### config.mk
export PLATFORM = sky130hd
export DESIGN_NAME = epoch_seconds_to_calendar_flat
export DESIGN_NICKNAME = d
export VERILOG_FILES = /design/src/sv/e2cal_pkg.sv /design/src/sv/e2cal_in_if.sv /design/src/sv/e2cal_out_if.sv /design/src/sv/e2cal_cfg_if.sv /design/src/sv/epoch_seconds_to_calendar.sv /design/src/sv/e2cal_sub.sv /design/src/sv/e2cal_yrctr.sv /design/src/sv/e2cal_core.sv /design/src/flat_wrapper.sv
export SDC_FILE = /design/constraint.sdc
export NUM_CORES = 1
export LEC_CHECK = 0
export BUFFER_PORTS_ARGS = -buffer_cell sky130_fd_sc_hd__buf_4
export CORE_MARGIN = 5
export CORE_UTILIZATION = 61
export DETAILED_ROUTE_END_ITERATION = 8
export GPL_TIMING_DRIVEN = 0
export PLACE_DENSITY_LB_ADDON = 0.2
export SETUP_SLACK_MARGIN = 0.02
export SYNTH_ARGS = -nofsm -noshare
export SYNTH_HDL_FRONTEND = slang
export SYNTH_SLANG_ARGS = --single-unit
### constraint.sdc
create_clock -name i_clk -period 8.2 [get_ports i_clk]
set_clock_uncertainty 0.1 [all_clocks]
set_input_delay 1.64 -clock i_clk [delete_from_list [all_inputs] [get_ports i_clk]]
set_output_delay 1.64 -clock i_clk [all_outputs]
set_load 0.02 [all_outputs]
### src/sv/e2cal_pkg.sv
// Shared constants, types and helper functions of the epoch to calendar converter.
`timescale 1ns / 1ps

package e2cal_pkg;

    localparam int EPOCH_BITS_DEF  = 33;
    localparam int ZONE_BITS       = 17;
    localparam int SECS_PER_DAY    = 86400;
    localparam int SECS_PER_HOUR   = 3600;
    localparam int SECS_PER_MIN    = 60;
    localparam int BASE_YEAR       = 1970;
    localparam int DAYS_YEAR       = 365;
    localparam int DAYS_LEAP_YEAR  = 366;
    localparam int LEAP_CYCLE      = 4;
    localparam int CENTURY         = 100;
    localparam int QUAD_CENTURY    = 400;
    localparam int FEB_DAYS        = 28;
    localparam int FEB_LEAP_DAYS   = 29;
    localparam int HOUR_STEPS      = 5;
    localparam int MIN_STEPS       = 6;
    localparam int DAYS_PER_WEEK   = 7;
    localparam int WEEKDAY_BASE    = 4;

    localparam logic [3:0] MON_JAN = 4'd0;
    localparam logic [3:0] MON_FEB = 4'd1;
    localparam logic [3:0] MON_APR = 4'd3;
    localparam logic [3:0] MON_JUN = 4'd5;
    localparam logic [3:0] MON_SEP = 4'd8;
    localparam logic [3:0] MON_NOV = 4'd10;
    localparam logic [3:0] MON_DEC = 4'd11;

    typedef struct packed {
        logic load;
        logic step;
    } t_year_ctl;

    typedef struct packed {
        logic [11:0] year;
        logic        leap;
    } t_year_info;

    function automatic logic [4:0] month_len(input logic [3:0] month, input logic leap);
        logic [4:0] len;
        case (month) inside
            MON_APR, MON_JUN, MON_SEP, MON_NOV: len = 5'd30;
            MON_FEB: len = leap ? 5'(FEB_LEAP_DAYS) : 5'(FEB_DAYS);
            default: len = 5'd31;
        endcase
        return len;
    endfunction

    function automatic logic [2:0] wday_add(input logic [2:0] wday, input logic [1:0] inc);
        logic [3:0] sum;
        sum = 4'(wday) + 4'(inc);
        if (sum >= 4'(DAYS_PER_WEEK)) begin
            sum = sum - 4'(DAYS_PER_WEEK);
        end
        return sum[2:0];
    endfunction

    function automatic logic [2:0] wday_mod(input logic [5:0] value);
        logic [5:0] v;
        v = value;
        for (int i = 0; i < 5; i++) begin
            if (v >= 6'(DAYS_PER_WEEK)) begin
                v = v - 6'(DAYS_PER_WEEK);
            end
        end
        return v[2:0];
    endfunction

endpackage

### src/sv/e2cal_in_if.sv
// Input channel carrying one epoch second count per item.
`timescale 1ns / 1ps

interface e2cal_in_if #(
    parameter int EPOCH_BITS = e2cal_pkg::EPOCH_BITS_DEF
);
    logic                  valid;
    logic                  ready;
    logic [EPOCH_BITS-1:0] epoch_seconds;

    modport source (output valid, output epoch_seconds, input ready);
    modport sink   (input valid, input epoch_seconds, output ready);
endinterface

### src/sv/e2cal_out_if.sv
// Output channel carrying one calendar date and time of day per item.
`timescale 1ns / 1ps

interface e2cal_out_if;
    logic        valid;
    logic        ready;
    logic [11:0] year;
    logic [3:0]  month;
    logic [4:0]  day_of_month;
    logic [8:0]  day_of_year;
    logic [4:0]  hour;
    logic [5:0]  minute;
    logic [5:0]  second;
    logic [2:0]  weekday;
    logic        range_error;

    modport source (
        output valid, output year, output month, output day_of_month,
        output day_of_year, output hour, output minute, output second,
        output weekday, output range_error, input ready
    );
    modport sink (
        input valid, input year, input month, input day_of_month,
        input day_of_year, input hour, input minute, input second,
        input weekday, input range_error, output ready
    );
endinterface

### src/sv/e2cal_cfg_if.sv
// Configuration write channel for the time zone offset register.
`timescale 1ns / 1ps

interface e2cal_cfg_if;
    logic                                 valid;
    logic                                 ready;
    logic signed [e2cal_pkg::ZONE_BITS-1:0] zone_offset_seconds;

    modport source (output valid, output zone_offset_seconds, input ready);
    modport sink   (input valid, input zone_offset_seconds, output ready);
endinterface

### src/sv/epoch_seconds_to_calendar.sv
// Top level of the epoch second to Gregorian calendar converter.
// One item first splits days from the second of day by shifted subtraction, then finds
// hour and minute the same way, then steps once per whole year past 1970 and once per
// whole month, every step going through the single shared subtract and compare unit.
// An item whose zone-adjusted count is negative or too large returns its error result
// in the cycle after acceptance. Input is refused from acceptance until the result has
// been taken. The zone offset register resets to zero; the user must write it only while
// the block is idle, as the block itself does not enforce this.
`timescale 1ns / 1ps

module epoch_seconds_to_calendar #(
    parameter int EPOCH_BITS = e2cal_pkg::EPOCH_BITS_DEF
) (
    input  logic        i_clk,
    input  logic        i_rst_n,
    e2cal_in_if.sink    i_epoch,
    e2cal_cfg_if.sink   i_cfg,
    e2cal_out_if.source o_cal
);

    logic signed [e2cal_pkg::ZONE_BITS-1:0] r_zone;

    assign i_cfg.ready = 1'b1;

    always_ff @(posedge i_clk) begin
        if (!i_rst_n) begin
            r_zone <= '0;
        end else if (i_cfg.valid && i_cfg.ready) begin
            r_zone <= i_cfg.zone_offset_seconds;
        end
    end

    e2cal_core #(.EPOCH_BITS(EPOCH_BITS)) u_core (
        .i_clk   (i_clk),
        .i_rst_n (i_rst_n),
        .i_zone  (r_zone),
        .i_epoch (i_epoch),
        .o_cal   (o_cal)
    );

endmodule

### src/sv/e2cal_sub.sv
// Shared subtract and compare unit used by every step of the sequencer.
`timescale 1ns / 1ps

module e2cal_sub #(
    parameter int W = e2cal_pkg::EPOCH_BITS_DEF + 1
) (
    input  logic [W-1:0] i_a,
    input  logic [W-1:0] i_b,
    output logic [W-1:0] o_diff,
    output logic         o_ge
);

    logic [W:0] full;

    assign full   = {1'b0, i_a} - {1'b0, i_b};
    assign o_diff = full[W-1:0];
    assign o_ge   = ~full[W];

endmodule

### src/sv/e2cal_yrctr.sv
// Year counter with modulo 4, 100 and 400 tracking for the Gregorian leap rule.
`timescale 1ns / 1ps

module e2cal_yrctr (
    input  logic                  i_clk,
    input  e2cal_pkg::t_year_ctl  i_ctl,
    output e2cal_pkg::t_year_info o_info
);

    logic [11:0] r_year;
    logic [1:0]  r_m4;
    logic [6:0]  r_m100;
    logic [8:0]  r_m400;

    always_ff @(posedge i_clk) begin
        if (i_ctl.load) begin
            r_year <= 12'(e2cal_pkg::BASE_YEAR);
            r_m4   <= 2'(e2cal_pkg::BASE_YEAR % e2cal_pkg::LEAP_CYCLE);
            r_m100 <= 7'(e2cal_pkg::BASE_YEAR % e2cal_pkg::CENTURY);
            r_m400 <= 9'(e2cal_pkg::BASE_YEAR % e2cal_pkg::QUAD_CENTURY);
        end else if (i_ctl.step) begin
            r_year <= r_year + 12'd1;
            r_m4   <= r_m4 + 2'd1;
            r_m100 <= (r_m100 == 7'(e2cal_pkg::CENTURY - 1)) ? '0 : r_m100 + 7'd1;
            r_m400 <= (r_m400 == 9'(e2cal_pkg::QUAD_CENTURY - 1)) ? '0 : r_m400 + 9'd1;
        end
    end

    assign o_info.year = r_year;
    assign o_info.leap = (r_m4 == '0) && ((r_m100 != '0) || (r_m400 == '0));

endmodule

### src/sv/e2cal_core.sv
// Sequencer that divides, peels off years and months, and holds the result.
`timescale 1ns / 1ps

module e2cal_core #(
    parameter int EPOCH_BITS = e2cal_pkg::EPOCH_BITS_DEF
) (
    input  logic                                   i_clk,
    input  logic                                   i_rst_n,
    input  logic signed [e2cal_pkg::ZONE_BITS-1:0] i_zone,
    e2cal_in_if.sink                               i_epoch,
    e2cal_out_if.source                            o_cal
);

    localparam int AW   = EPOCH_BITS + 1;
    localparam int DQ   = EPOCH_BITS - 16;
    localparam int CNTW = $clog2(DQ);

    typedef enum logic [2:0] {
        S_IDLE,
        S_DAYS,
        S_HOUR,
        S_MIN,
        S_YEAR,
        S_MONTH,
        S_DONE
    } t_state;

    t_state                  r_state;
    logic [AW-1:0]           r_acc;
    logic [AW-1:0]           r_dvs;
    logic [DQ-1:0]           r_days;
    logic [CNTW-1:0]         r_cnt;
    logic [4:0]              r_hour;
    logic [5:0]              r_min;
    logic [5:0]              r_sec;
    logic [3:0]              r_month;
    logic [8:0]              r_yday;
    logic [4:0]              r_dom;
    logic [2:0]              r_wday;
    logic                    r_err;

    logic signed [EPOCH_BITS+1:0] adj;
    logic                         adj_bad;
    logic                         in_acc;
    logic [AW-1:0]                sub_b;
    logic [AW-1:0]                diff;
    logic                         ge;
    logic [4:0]                   mlen;
    logic                         cnt_end;
    e2cal_pkg::t_year_ctl         yctl;
    e2cal_pkg::t_year_info        yinfo;

    assign adj     = $signed({2'b00, i_epoch.epoch_seconds}) + (EPOCH_BITS + 2)'(i_zone);
    assign adj_bad = adj[EPOCH_BITS+1] | adj[EPOCH_BITS];
    assign in_acc  = i_epoch.valid & i_epoch.ready;
    assign mlen    = e2cal_pkg::month_len(r_month, yinfo.leap);
    assign cnt_end = (r_cnt == '0);

    always_comb begin
        unique case (r_state)
            S_YEAR:  sub_b = yinfo.leap ? AW'(e2cal_pkg::DAYS_LEAP_YEAR)
                                        : AW'(e2cal_pkg::DAYS_YEAR);
            S_MONTH: sub_b = AW'(mlen);
            default: sub_b = r_dvs;
        endcase
    end

    e2cal_sub #(.W(AW)) u_sub (
        .i_a    (r_acc),
        .i_b    (sub_b),
        .o_diff (diff),
        .o_ge   (ge)
    );

    always_comb begin
        yctl.load = (r_state == S_MIN) && cnt_end;
        yctl.step = (r_state == S_YEAR) && ge;
    end

    e2cal_yrctr u_yrctr (
        .i_clk  (i_clk),
        .i_ctl  (yctl),
        .o_info (yinfo)
    );

    always_ff @(posedge i_clk) begin
        if (!i_rst_n) begin
            r_state <= S_IDLE;
        end else begin
            unique case (r_state)
                S_IDLE: begin
                    if (in_acc) begin
                        if (adj_bad) begin
                            r_err   <= 1'b1;
                            r_month <= '0;
                            r_dom   <= '0;
                            r_yday  <= '0;
                            r_hour  <= '0;
                            r_min   <= '0;
                            r_sec   <= '0;
                            r_wday  <= '0;
                            r_state <= S_DONE;
                        end else begin
                            r_err   <= 1'b0;
                            r_acc   <= AW'(adj[EPOCH_BITS-1:0]);
                            r_dvs   <= AW'(e2cal_pkg::SECS_PER_DAY) << (DQ - 1);
                            r_cnt   <= CNTW'(DQ - 1);
                            r_state <= S_DAYS;
                        end
                    end
                end
                S_DAYS: begin
                    if (ge) begin
                        r_acc <= diff;
                    end
                    r_days <= {r_days[DQ-2:0], ge};
                    r_dvs  <= r_dvs >> 1;
                    r_cnt  <= r_cnt - CNTW'(1);
                    if (cnt_end) begin
                        r_dvs   <= AW'(e2cal_pkg::SECS_PER_HOUR) << (e2cal_pkg::HOUR_STEPS - 1);
                        r_cnt   <= CNTW'(e2cal_pkg::HOUR_STEPS - 1);
                        r_state <= S_HOUR;
                    end
                end
                S_HOUR: begin
                    if (ge) begin
                        r_acc <= diff;
                    end
                    r_hour <= {r_hour[3:0], ge};
                    r_dvs  <= r_dvs >> 1;
                    r_cnt  <= r_cnt - CNTW'(1);
                    if (cnt_end) begin
                        r_dvs   <= AW'(e2cal_pkg::SECS_PER_MIN) << (e2cal_pkg::MIN_STEPS - 1);
                        r_cnt   <= CNTW'(e2cal_pkg::MIN_STEPS - 1);
                        r_state <= S_MIN;
                    end
                end
                S_MIN: begin
                    r_min <= {r_min[4:0], ge};
                    r_dvs <= r_dvs >> 1;
                    r_cnt <= r_cnt - CNTW'(1);
                    if (ge) begin
                        r_acc <= diff;
                    end
                    if (cnt_end) begin
                        r_sec   <= ge ? diff[5:0] : r_acc[5:0];
                        r_acc   <= AW'(r_days);
                        r_wday  <= 3'(e2cal_pkg::WEEKDAY_BASE);
                        r_state <= S_YEAR;
                    end
                end
                S_YEAR: begin
                    if (ge) begin
                        r_acc  <= diff;
                        r_wday <= e2cal_pkg::wday_add(r_wday, yinfo.leap ? 2'd2 : 2'd1);
                    end else begin
                        r_yday  <= r_acc[8:0];
                        r_month <= e2cal_pkg::MON_JAN;
                        r_state <= S_MONTH;
                    end
                end
                S_MONTH: begin
                    if ((r_month != e2cal_pkg::MON_DEC) && ge) begin
                        r_acc   <= diff;
                        r_month <= r_month + 4'd1;
                        r_wday  <= e2cal_pkg::wday_add(r_wday,
                                       2'(mlen - 5'(e2cal_pkg::FEB_DAYS)));
                    end else begin
                        r_dom   <= r_acc[4:0] + 5'd1;
                        r_wday  <= e2cal_pkg::wday_mod(6'(r_wday) + 6'(r_acc[4:0]));
                        r_state <= S_DONE;
                    end
                end
                S_DONE: begin
                    if (o_cal.ready) begin
                        r_state <= S_IDLE;
                    end
                end
                default: begin
                    r_state <= S_IDLE;
                end
            endcase
        end
    end

    assign i_epoch.ready      = (r_state == S_IDLE);
    assign o_cal.valid        = (r_state == S_DONE);
    assign o_cal.year         = r_err ? '0 : yinfo.year;
    assign o_cal.month        = r_month;
    assign o_cal.day_of_month = r_dom;
    assign o_cal.day_of_year  = r_yday;
    assign o_cal.hour         = r_hour;
    assign o_cal.minute       = r_min;
    assign o_cal.second       = r_sec;
    assign o_cal.weekday      = r_wday;
    assign o_cal.range_error  = r_err;

    a_no_overlap: assert property (@(posedge i_clk) disable iff (!i_rst_n)
        !(o_cal.valid && i_epoch.ready))
        else $error("result held while input is open");

    a_busy_after_accept: assert property (@(posedge i_clk) disable iff (!i_rst_n)
        in_acc |=> !i_epoch.ready)
        else $error("input open right after an accepted item");

    a_error_zero: assert property (@(posedge i_clk) disable iff (!i_rst_n)
        (o_cal.valid && o_cal.range_error) |->
            (o_cal.year == '0 && o_cal.month == '0 && o_cal.day_of_month == '0 &&
             o_cal.hour == '0 && o_cal.weekday == '0))
        else $error("error result carries non-zero fields");

    a_fields_legal: assert property (@(posedge i_clk) disable iff (!i_rst_n)
        (o_cal.valid && !o_cal.range_error) |->
            (o_cal.month <= e2cal_pkg::MON_DEC && o_cal.day_of_month != '0 &&
             o_cal.hour <= 5'd23 && o_cal.minute <= 6'd59 && o_cal.second <= 6'd59 &&
             o_cal.weekday <= 3'd6))
        else $error("result field out of range");

    a_month_bound: assert property (@(posedge i_clk) disable iff (!i_rst_n)
        (r_state == S_MONTH) |-> (r_month <= e2cal_pkg::MON_DEC))
        else $error("month walk passed December");

endmodule
### src/flat_wrapper.sv
// flat-port wrapper written by rule: the top's interface ports become plain ports
module epoch_seconds_to_calendar_flat 
#(
    parameter int EPOCH_BITS = e2cal_pkg::EPOCH_BITS_DEF
)
  (i_clk, i_rst_n, i_epoch_valid, i_epoch_epoch_seconds, i_epoch_ready, i_cfg_valid, i_cfg_zone_offset_seconds, i_cfg_ready, o_cal_valid, o_cal_year, o_cal_month, o_cal_day_of_month, o_cal_day_of_year, o_cal_hour, o_cal_minute, o_cal_second, o_cal_weekday, o_cal_range_error, o_cal_ready);
  e2cal_in_if #(.EPOCH_BITS(EPOCH_BITS)) i_epoch_i ();
  e2cal_cfg_if i_cfg_i ();
  e2cal_out_if o_cal_i ();
  input  logic i_clk;
  input  logic i_rst_n;
  input wire logic [$bits(i_epoch_i.valid)-1:0] i_epoch_valid;
  input wire logic [$bits(i_epoch_i.epoch_seconds)-1:0] i_epoch_epoch_seconds;
  output wire logic [$bits(i_epoch_i.ready)-1:0] i_epoch_ready;
  input wire logic [$bits(i_cfg_i.valid)-1:0] i_cfg_valid;
  input wire logic [$bits(i_cfg_i.zone_offset_seconds)-1:0] i_cfg_zone_offset_seconds;
  output wire logic [$bits(i_cfg_i.ready)-1:0] i_cfg_ready;
  output wire logic [$bits(o_cal_i.valid)-1:0] o_cal_valid;
  output wire logic [$bits(o_cal_i.year)-1:0] o_cal_year;
  output wire logic [$bits(o_cal_i.month)-1:0] o_cal_month;
  output wire logic [$bits(o_cal_i.day_of_month)-1:0] o_cal_day_of_month;
  output wire logic [$bits(o_cal_i.day_of_year)-1:0] o_cal_day_of_year;
  output wire logic [$bits(o_cal_i.hour)-1:0] o_cal_hour;
  output wire logic [$bits(o_cal_i.minute)-1:0] o_cal_minute;
  output wire logic [$bits(o_cal_i.second)-1:0] o_cal_second;
  output wire logic [$bits(o_cal_i.weekday)-1:0] o_cal_weekday;
  output wire logic [$bits(o_cal_i.range_error)-1:0] o_cal_range_error;
  input wire logic [$bits(o_cal_i.ready)-1:0] o_cal_ready;
  assign i_epoch_i.valid = i_epoch_valid;
  assign i_epoch_i.epoch_seconds = i_epoch_epoch_seconds;
  assign i_epoch_ready = i_epoch_i.ready;
  assign i_cfg_i.valid = i_cfg_valid;
  assign i_cfg_i.zone_offset_seconds = i_cfg_zone_offset_seconds;
  assign i_cfg_ready = i_cfg_i.ready;
  assign o_cal_valid = o_cal_i.valid;
  assign o_cal_year = o_cal_i.year;
  assign o_cal_month = o_cal_i.month;
  assign o_cal_day_of_month = o_cal_i.day_of_month;
  assign o_cal_day_of_year = o_cal_i.day_of_year;
  assign o_cal_hour = o_cal_i.hour;
  assign o_cal_minute = o_cal_i.minute;
  assign o_cal_second = o_cal_i.second;
  assign o_cal_weekday = o_cal_i.weekday;
  assign o_cal_range_error = o_cal_i.range_error;
  assign o_cal_i.ready = o_cal_ready;
  epoch_seconds_to_calendar #(.EPOCH_BITS(EPOCH_BITS)) u_core (.i_clk(i_clk), .i_rst_n(i_rst_n), .i_epoch(i_epoch_i), .i_cfg(i_cfg_i), .o_cal(o_cal_i));
endmodule
==> results of run 1 <==
==> how the worst min path moves through the flow <==
stage / from / to / slack (ns) / depth (start not counted)
floorplan: u_core.u_core.r_days[2] / u_core.u_core.r_days[3] / 0.33 / 0
global placement: u_core.u_core.r_days[0] / u_core.u_core.r_days[1] / 0.33 / 0
detailed placement: u_core.u_core.r_days[1] / u_core.u_core.r_days[2] / 0.33 / 0
CTS: u_core.u_core.r_days[1] / u_core.u_core.r_days[2] / 0.35 / 0
global route: u_core.u_core.r_days[1] / u_core.u_core.r_days[2] / 0.38 / 0
finish: u_core.u_core.r_days[1] / u_core.u_core.r_days[2] / 0.35 / 0
==> state kept, by name, summed over array words and instances, names as in the netlist <==
signal / count
u_core.u_core.u_yrctr.r_m100: 7
u_core.u_core.o_cal.minute: 6
u_core.u_core.r_dvs: 33
u_core.u_core.r_cnt: 5
u_core.u_core.u_yrctr.r_m400: 9
u_core.u_core.r_days: 17
u_core.u_core.o_cal.day_of_year: 9
u_core.u_core.o_cal.weekday: 3
u_core.u_core.u_yrctr.r_m4: 2
u_core.u_core.r_acc: 34
u_core.u_core.o_cal.range_error: 1
u_core.u_core.o_cal.month: 4
u_core.u_core.r_state: 3
u_core.u_core.o_cal.second: 6
u_core.u_core.u_yrctr.r_year: 12
u_core.u_core.o_cal.day_of_month: 5
u_core.u_core.o_cal.hour: 5
u_core.r_zone: 17
==> through the flow <==
step           area [sq um]  instances
6_report              14700       1800
4_1_cts               14600       1798
2_1_floorplan         12800       1381
3_3_place_gp          13900       1762
5_1_grt               14600       1799
3_5_place_dp          14000       1766
==> cell type report <==
| cell class | count | area [sq um] |
|---|---|---|
| buffer | 49 | 215 |
| timing repair buffer | 111 | 867 |
| antenna | 1 | 2.50 |
| multi-input combinational | 1102 | 7560 |
| clock buffer | 18 | 450 |
| fill | 1678 | 6170 |
| tap | 275 | 344 |
| sequential | 178 | 4840 |
| inverter | 52 | 195 |
| clock inverter | 14 | 173 |
==> kinds of logic after synthesis <==
kind of cell	synth area share, %
AND/OR/NAND/NOR	18.8
AO/OA/AOI/OAI	20.9
buffers and inverters	3.21
XOR/XNOR	6.42
adder cells (fa/ha/maj)	9.88
flip-flops	37.9
multiplexers	2.88
other	0.0293
==> critical path, delay by kind of cell (launching register included) <==
kind	cells	cell delay, ns
AO/OA/AOI/OAI	6	1.15
flip-flops	1	0.52
adder cells (fa/ha/maj)	7	2.08
buffers and inverters	2	0.21
AND/OR/NAND/NOR	10	2.07
multiplexers	4	1.36
==> cells in the final DEF (no fill, tap or decap), types with 18 or more instances in the layout <==
cell | Yosys | layout
edfxtp_1 | 128 | 128
nand2_1 | 116 | 116
nor2_1 | 112 | 112
buf_4 | 4 | 111
a21oi_1 | 98 | 96
ha_1 | 93 | 93
o21ai_0 | 89 | 89
a21o_1 | 58 | 58
inv_1 | 50 | 50
xnor2_1 | 50 | 50
dfxtp_1 | 50 | 50
nor2b_1 | 44 | 44
nand3_1 | 43 | 43
xor2_1 | 40 | 40
clkbuf_1 | 39 | 39
and2_1 | 37 | 37
mux2i_1 | 27 | 27
and3_1 | 23 | 23
nor3_1 | 22 | 22
nand4_1 | 18 | 18
clkbuf_16 | 0 | 18
==> per-layer routing <==
metal  global-route usage [%]  vias up  share of wire [%]
li1                         -     5380                  -
met1                     35.8     5226                 43
met2                     46.3      417                 48
met3                     5.23       62                7.1
met4                     8.79        0                2.5
met5                        0        -                  0
==> results.yml, run 1 <==
run_status:
  status: "finished clean"
global_route:
  overflow: 0
  grt.total_usage_pct: 27.5
  grt_pass1_wl_um: 53500
  antenna_found_initial: 1
  grt_max_degree: 29
  first_global_vias: 10640
finish:
  drive_gt1_share_pct: 12.5
  final_core_util_pct: 70.4
  areaGrowthSynthToFinish_pct: 14.6
  final_nets: 1664
worst_setup_path:
  crit_path_start: "u_core.u_core.r_acc[0]"
  crit_top_cell: "ha_1"
  cp-start-kind: "flip-flop"
  cpPeakStageDelay_ns: 0.52
  crit_arrival_ns: 7.83
  rr_endpoint: "u_core.u_core.o_cal.weekday[1]"
  rr_worst_depth: 29
  critical_path_required_ns: 8.35
  path_class: "flip-flop to flip-flop"
  endpoint: "u_core.u_core.o_cal.weekday[1]"
  reg2reg_from: "u_core.u_core.r_acc[0]"
  rrSetupSlack_ns: 0.53
  crit_slowest_cell: "edfxtp_1"
  worst_setup_path_end_kind: "flip-flop"
  path_max_fanout: 8
job:
  max_cap_violations: 0
routing:
  vias: 11085
  ant_nets: 0
  drc: 0
  drt_wl_total_um: 33100
  wl_per_cell_um: 18.4
  avgViaCountPerCell: 6.16
  drt_iter0_markers: 946
  drt_first_pass_iters: 7
synth:
  ys_top_cells_by_count: "edfxtp_1, nand2_1, nor2_1"
  yosysWarningCount: 0
  syn_avg_cell_area_sq_um: 9.26
  synth_area_leaders: "edfxtp_1, ha_1, dfxtp_1"
  async_reset_ff_share_pct: 0
  synth.ff_latch_count: 178
  synth_cell_types: 94
  synth_area_leader_cell: "edfxtp_1"
  synthCells: 1381
  synth_top_area_share_pct: 30.1
  ys.flop_type: "edfxtp_1"
  synth_edf_count: 128
  synth_most_common_cell: "edfxtp_1"
  synth_area_sq_mm: 0.0128
  yosysSeqAreaShare_pct: 37.9
  syn-num-nets: 1534
cts:
  postCtsHoldBufs: 0
  path_clk_slew_ns: 0.08
  clockBufferDepth: 2
  clock-sinks: 178
  root_buffer: "clkbuf_16"
  cts_made_buffers: 17
  cts_tree: "done"
  postCtsResizedCells: 0
  htree_levels: 4
  post_cts_buffers: 0
  clock_latency_ns: 0.45
floorplanning:
  start_util_pct: 61.4
  dieHeight_um: 155
  top_level_ports: 109
  die_w_um: 155
  core_sq_mm: 0.0208
  rows: 53
  die_area_sq_mm: 0.0240
placement:
  dp_hpwl_um: 25200
  placement.io_buffers: 106
  place_ws_ns: 0.509
  finalWeightedCongestion: 0.929
sta:
  tns_ns: 0
  fmax_mhz: 130
  fin_crit_sh_pct: 93.6
  min_period_ns: 7.67
  fin_hold_ws_ns: 0.354
  slew_headroom_pct: 27.1
  maxSlewViolCount: 0
  setup_violations: 0
  hold_viol: 0
  worstMarginPinSlew_ns: 1.08
  rsz0062_at_grt: "no"
  worst_slack_ns: 0.525
worst_hold_path:
  hold_class: "flip-flop to flip-flop"
Power of run 1 is left out: the tool's default activity adds up to more than one toggle a clock period on the data nets, which glitch-free logic cannot reach.
==> run 2, diff against run 1 <==
--- a/config.mk
+++ b/config.mk
@@ -6,8 +6,11 @@
 export NUM_CORES = 1
 export LEC_CHECK = 0
 export BUFFER_PORTS_ARGS = -buffer_cell sky130_fd_sc_hd__buf_4
+export CELL_PAD_IN_SITES_DETAIL_PLACEMENT = 0
+export CELL_PAD_IN_SITES_GLOBAL_PLACEMENT = 1
 export CORE_MARGIN = 5
-export CORE_UTILIZATION = 61
+export CORE_UTILIZATION = 47
+export CTS_CLUSTER_SIZE = 30
 export DETAILED_ROUTE_END_ITERATION = 8
 export GPL_TIMING_DRIVEN = 0
 export PLACE_DENSITY_LB_ADDON = 0.2
==> run 2 against run 1 <==
Against the previous run:
- via count decreased by 1.6%
- first-iteration DRC count grew 10%
- die area is 28% higher
- non-clock buffer count is 1 lower
- setup slack worse by 0.031 ns
- hold slack gained 0.0070 ns
- count of clock-buffer cells in the layout rose by 1
- critical path depth unchanged
- maximum frequency shrank 0.40%
- global-route usage fell by 5.3 points
- critical path type unchanged
==> results.yml, run 2 (same netlist as run 1, synthesis figures left out) <==
finish:
  final_common_cell: "edfxtp_1"
  n_fill_cell: 2503
  final_nets: 1663
  largest_register: "u_core.u_core.r_acc"
  areaGrowthSynthToFinish_pct: 14.9
  multi_input_area_sq_mm: 0.00756
  regArea_sq_mm: 0.00484
  antenna_cells: 0
  final_cell_mix: "edfxtp_1, nand2_1, nor2_1"
  drive_gt1_share_pct: 12.4
  design_area_sq_mm: 0.0147
  largest_reg_flops: 34
  top_regs: "u_core.u_core.r_acc: 34 flops, u_core.u_core.r_dvs: 33 flops"
sta:
  maxSlewViolCount: 0
  slew_headroom_pct: 17.2
  min_period_ns: 7.71
  fin_crit_sh_pct: 94.0
  fmax_mhz: 130
  worst_slack_ns: 0.494
  rsz0062_at_grt: "no"
  hold_viol: 0
  setup_violations: 0
  worstMarginPinSlew_ns: 1.24
routing:
  ant_nets: 0
  avgViaCountPerCell: 5.85
  wl_per_cell_um: 18.5
  drt_first_pass_iters: 8
  drt_wl_total_um: 34500
  vias: 10903
  drt_iter0_markers: 1043
  drc: 0
placement:
  postPlaceCellArea_sq_mm: 0.0141
  dp_hpwl_um: 26300
  finalWeightedCongestion: 0.890
  placement.io_buffers: 106
  place_ws_ns: 0.523
cts:
  cts_made_buffers: 17
  post_cts_buffers: 0
  clock-sinks: 178
  postCtsResizedCells: 0
  path_clk_slew_ns: 0.08
  cts_tree: "done"
  root_buffer: "clkbuf_16"
  postCtsHoldBufs: 0
  htree_levels: 4
  clock_latency_ns: 0.45
  clockBufferDepth: 2
worst_setup_path:
  path_max_fanout: 8
  path_class: "flip-flop to flip-flop"
  critical_path_required_ns: 8.36
  crit_slowest_cell: "fa_1"
  cpPeakStageDelay_ns: 0.53
  rrSetupSlack_ns: 0.49
  worst_setup_path_end_kind: "flip-flop"
  crit_top_cell: "ha_1"
  cp-start-kind: "flip-flop"
  crit_arrival_ns: 7.87
floorplanning:
  rows: 60
  core_sq_mm: 0.0269
  start_util_pct: 47.6
  top_level_ports: 109
  die_w_um: 175
  dieHeight_um: 175
  die_area_sq_mm: 0.0306
job:
  max_cap_violations: 0
global_route:
  antenna_found_initial: 0
  overflow: 0
  first_global_vias: 10474
  grt_max_degree: 28
  grt_pass1_wl_um: 55200
  grt.total_usage_pct: 22.2
worst_hold_path:
  hold_class: "flip-flop to flip-flop"
run_status:
  status: "finished clean"
-- run 2: changes by cell type in the layout (fill, tap and decap cells not counted), sizes merged --
cell    before  now
diode        1    0
clkbuf      57   58
clkinv       7    6
buf        121  120
-- run 2: worst max-delay path, delay by kind of cell, from the launching register on --
family | cells | cell delay [ns]
flops | 1 | 0.52
buf+inv | 2 | 0.20
fa+ha+maj | 7 | 2.11
simple gates | 10 | 2.13
compound gates | 6 | 1.12
mux | 4 | 1.35
-- run 2: final cells by class --
cell class	instances	share of cell area [%]
buffer	49	1.47
tap	341	2.90
multi-input combinational	1102	51.5
clock buffer	19	3.08
sequential	178	33.0
timing repair buffer	110	5.85
clock inverter	13	0.928
inverter	52	1.33
-- run 2: metal layers --
| metal | track usage [%] | wire, um | part of all wire (%) |
|---|---|---|---|
| met1 | 29.9 | 15700 | 45 |
| met5 | 0 | 0 | 0 |
| met4 | 5.66 | 629 | 1.8 |
| met3 | 2.81 | 1500 | 4.4 |
| met2 | 38.0 | 16700 | 48 |
-- run 2: final timing paths --
| path | startpoint | depth (start not counted) | end |
|---|---|---|---|
| setup / recovery | u_core.u_core.r_acc[0] | 29 | u_core.u_core.o_cal.weekday[1] |
| hold / removal | u_core.u_core.r_days[10] | 0 | u_core.u_core.r_days[11] |
| setup reg to reg | u_core.u_core.r_acc[0] | 29 | u_core.u_core.o_cal.weekday[1] |
| hold reg to reg | u_core.u_core.r_days[10] | 0 | u_core.u_core.r_days[11] |
-- run 2: per-stage QoR --
step	util (%)	cells	setup TNS (ns)	hold WS, ns
after floorplan	-	1381	0	0.326
after global placement	52.1	1828	-10.27	0.333
after detailed placement	52.5	1832	0	0.338
after CTS	54.7	1864	0	0.357
after global routing	54.7	1864	0	0.366
final	54.7	1864	0	0.361
Power of run 2 is left out for the same reason.
